<file path="config.mk">
export PLATFORM = sky130hd
export DESIGN_NAME = kmp_cell
export DESIGN_NICKNAME = d
export VERILOG_FILES = /design/src/hdl/kmp_pkg.sv /design/src/hdl/kmp_cell.sv
export SDC_FILE = /design/constraint.sdc
export NUM_CORES = 1
export LEC_CHECK = 0
export BUFFER_PORTS_ARGS = -buffer_cell sky130_fd_sc_hd__buf_2
export CORE_UTILIZATION = 35
export DETAILED_ROUTE_END_ITERATION = 12
export PLACE_DENSITY = 0.53
export SLEW_MARGIN = 30
export SYNTH_ARGS = -nofsm -noshare
export SYNTH_HDL_FRONTEND = slang
export SYNTH_SLANG_ARGS = --single-unit
</file>
<file path="constraint.sdc">
create_clock -name clock -period 7.07 [get_ports clock]
set_clock_uncertainty 0.05 [all_clocks]
set_input_delay 0.707 -clock clock [delete_from_list [all_inputs] [get_ports clock]]
set_output_delay 0.707 -clock clock [all_outputs]
set_load 0.05 [all_outputs]
</file>
<file path="src/hdl/kmp_pkg.sv">
package kmp_pkg;

   localparam int PROFIT_W       = 32;
   localparam int PRICE_W        = 16;
   localparam int TRADES_W       = 7;
   localparam int DEF_MAX_TRADES = 64;
   localparam int GROUP_SIZE     = 16;
   localparam int TRADES_RESET   = 1;

   typedef logic [PROFIT_W-1:0] profit_type;
   typedef logic [PRICE_W-1:0]  price_type;
   typedef logic [TRADES_W-1:0] trades_type;

   typedef struct packed {
      logic      step;
      logic      clear;
      price_type price;
   } cell_ctl_type;

endpackage

</file>
<file path="src/hdl/kmp_cell.sv">
module kmp_cell (
   input  logic                 clock,
   input  logic                 reset,
   input  kmp_pkg::cell_ctl_type ctl,
   input  logic                 sel,
   input  kmp_pkg::profit_type  prev_free,
   output kmp_pkg::profit_type  free_out,
   output kmp_pkg::profit_type  pick_out
);
   import kmp_pkg::*;

   profit_type       free_ff, free_in;
   profit_type       hold_ff, hold_in;
   profit_type       pick_ff, pick_in;
   profit_type       price_ext;
   profit_type       sell_val;
   profit_type       buy_val;
   logic [PROFIT_W:0] buy_sum;

   always_comb begin
      price_ext = {{(PROFIT_W-PRICE_W){1'b0}}, ctl.price};
      sell_val  = hold_ff - price_ext;
      if (hold_ff >= price_ext && sell_val > free_ff) begin
         free_in = sell_val;
      end else begin
         free_in = free_ff;
      end
      buy_sum = {1'b0, price_ext} + {1'b0, prev_free};
      buy_val = buy_sum[PROFIT_W] ? '1 : buy_sum[PROFIT_W-1:0];
      hold_in = (hold_ff > buy_val) ? hold_ff : buy_val;
      pick_in = sel ? free_in : '0;
   end

   always_ff @(posedge clock) begin
      if (reset) begin
         free_ff <= '0;
         hold_ff <= '0;
      end else if (ctl.step) begin
         if (ctl.clear) begin
            free_ff <= '0;
            hold_ff <= '0;
         end else begin
            free_ff <= free_in;
            hold_ff <= hold_in;
         end
      end
   end

   always_ff @(posedge clock) begin
      if (ctl.step) begin
         pick_ff <= pick_in;
      end
   end

   assign free_out = free_ff;
   assign pick_out = pick_ff;

endmodule

</file>
==> impl_metrics.toml <==
[synthesis]
synthTopCellsByCount = "ha_1, nor2_1, inv_1"
syn_area_per_cell_um2 = 8.56
ys_seq_area_frac = 0.292
yosys.area.top_type_share = 0.167
synth_warnings = 0
synth_area_leader_cell = "dfxtp_1"
yosys_most_used_dff = "dfxtp_1"
synth.ff_latch_count = 96
synthCells = 899
syn_area_mm2 = 0.00769
ys_types = 65
post-synth-top-count-cell = "ha_1"
async_reset_ff_frac = 0
synth_edf_count = 32
synth_area_leaders = "dfxtp_1, ha_1, edfxtp_1"
syn_nets = 1050

[pwr]
p_per_area_mw_per_mm2 = 244
power_uw = 2150
peakVddDrop_v = 0.000131
leakagePower_uw = 0.00395

[worst_setup_path]
rr_endpoint = "pick_out[24]$_SDFFCE_PN0P_"
setup.worst_path.end_class = "flip-flop"
crit_end = "pick_out[24]$_SDFFCE_PN0P_"
slowest_delay_ps = 730
path_class = "in2reg"
crit_start = "ctl[1]"
cpMaxStageDelayCell = "and2_4"
crit_path_start_kind = "input port"
worstPathRequired_ps = 7100
ff2ff_setup_slack_ps = 1360
reg2reg_depth = 17
r2r-start = "hold_ff[1]$_SDFFE_PP0P_"
crit_fanout = 68
worstPathCellList = "buf_2, inv_1, ha_1, nor2b_1, o2111ai_1, a31oi_1, o21ai_0, a21boi_0, o21ai_0, a211oi_1, inv_1, ha_1, nand4_1, nor4_1, o21ai_0, o2bb2ai_1, and2_4, mux2i_1, nor2_1"
crit_top_cell = "o21ai_0"
arrival_ps = 5940

[global_route]
grt_usage = 0.183
grt_pass1_wl_um = 32500
grt_pass1_vias = 6249
antenna_found_initial = 0
overflow = 0
grt_max_degree = 69

[timing]
max_freq_mhz = 169
final_hold_viol_count = 0
tightest_slew_ps = 901
period_share = 0.836
tns_ps = 0
slew_violations = 0
finalWorstSetupSlack_ps = 1160
setup_viol = 0
rsz0062_at_grt = "false"
max_slew_margin = 0.395
fin_crit_ps = 5910

[outcome]
status = "completed"

[cells_and_area]
area_growth_pct = 14.3
fin_nets = 1151
antenna_cells = 0
n_fill_cell = 2180
multi_input_comb_area_mm2 = 0.00500
postLayoutCellArea_mm2 = 0.00879
seqCellArea_mm2 = 0.00224
drive_gt1_frac = 0.147

[clock_network]
insertion_delay_ps = 350
hold_buffers = 0
cts_setup_buffers = 0
tritoncts = "done"
htreeDepth = 3
cts.clk_slew.worst_paths_ps = 70
cts_sinks = 96
cts_root_buf = "clkbuf_16"
cts_resized = 0
cts_made_buffers = 9
cts_buffer_depth = 2

[floorplanning]
dieArea_mm2 = 0.0226
ioPinCount = 117
placeableCoreArea_mm2 = 0.0213
die_w_um = 150
row_count = 53
die_h_um = 150
start_util = 0.361

[placement]
hpwlAfterDp_um = 16100
io_buffers = 116
placed_area_mm2 = 0.00850
pre_cts_ws_ps = 687
gp_congestion = 0.870

[routing]
via_per_inst = 5.42
drtAntennaViolNets = 0
drc = 0
drt-initial-drc-count = 439
wl_per_cell_um = 15.9
vias = 6932
first_pass_iters = 5
routed_wirelength_um = 20300

[worst_hold_path]
hold_class = "reg2reg"

[job]
cap_violations = 0
## placed cells by master, fill, tap and decap left out, types with 7 or more instances in the layout
cell,synthesis,routed
nand4_1,22,22
edfxtp_1,32,32
ha_1,96,96
nand3_1,26,26
nor2_1,95,95
xor2_1,7,7
a21oi_1,62,61
mux2i_1,26,26
nand2_1,43,43
a21o_1,30,30
a211oi_1,13,13
o21ai_0,36,36
a32oi_1,20,20
o31ai_1,7,7
nor3_1,17,17
dfxtp_1,64,64
buf_2,3,116
nor2b_1,11,11
o21a_1,10,10
xnor2_1,31,31
and3_1,9,9
inv_1,76,76
nor4_1,8,8
clkbuf_16,0,9
or3_1,7,7
o2bb2ai_1,33,33
## state kept, by name, summed over array words and instances (netlist names)
name      count
hold_ff      32
pick_out     32
free_out     32
## layout make-up
class | instances | area share
multi-input cells | 694 | 0.569
well taps | 275 | 0.0392
repair buffers | 122 | 0.0712
clock buffers | 11 | 0.0265
inverters | 77 | 0.0329
flip-flops and latches | 96 | 0.255
clock inverters | 5 | 0.00641
## routing by layer
| metal | GRT usage | routed length (µm) | up-vias |
|---|---|---|---|
| li1 | - | - | 3559 |
| met1 | 0.272 | 10700 | 3178 |
| met2 | 0.278 | 8560 | 180 |
| met3 | 0.0209 | 903 | 15 |
| met4 | 0.0460 | 208 | 0 |
| met5 | 0 | 0 | - |
## through the flow
step | utilization | cells | hold slack [ps]
2_1_floorplan | - | 899 | 382
4_1_cts | 0.413 | 1280 | 420
3_5_place_dp | 0.399 | 1264 | 398
5_1_grt | 0.413 | 1280 | 449
3_3_place_gp | 0.399 | 1264 | 396
6_report | 0.413 | 1280 | 417
## power breakdown
part	total [µW]	switching (µW)	internal [µW]
logic	970	636	335
clock network	492	217	275
registers	684	39.4	644
## worst max-delay path, delay by kind of cell
kind / cells / cell delay, ps
simple gates: 5 / 1610
mux: 1 / 300
fa+ha+maj: 2 / 600
compound gates: 8 / 2360
buf+inv: 3 / 300
## how the worst min path moves through the flow
stage                            startpoint                       to  slack (ps)  cells after the start
global placement    hold_ff[0]$_SDFFE_PP0P_  hold_ff[0]$_SDFFE_PP0P_         400                      1
detailed placement  hold_ff[0]$_SDFFE_PP0P_  hold_ff[0]$_SDFFE_PP0P_         400                      1
finish              hold_ff[0]$_SDFFE_PP0P_  hold_ff[0]$_SDFFE_PP0P_         420                      1
CTS                 hold_ff[0]$_SDFFE_PP0P_  hold_ff[0]$_SDFFE_PP0P_         420                      1
floorplan           hold_ff[0]$_SDFFE_PP0P_  hold_ff[0]$_SDFFE_PP0P_         380                      1
global route        hold_ff[0]$_SDFFE_PP0P_  hold_ff[0]$_SDFFE_PP0P_         450                      1
## cell families (layout without fill, tap and decap cells)
kind of cell	Yosys count	count (layout)	share of synthesized area
mux	26	26	0.0338
compound gates	262	262	0.238
fa+ha+maj	98	98	0.161
xor+xnor	38	38	0.0433
flops	96	96	0.292
simple gates	270	270	0.172
buf+inv	109	215	0.0591
Power figures use the tool's default switching activity.
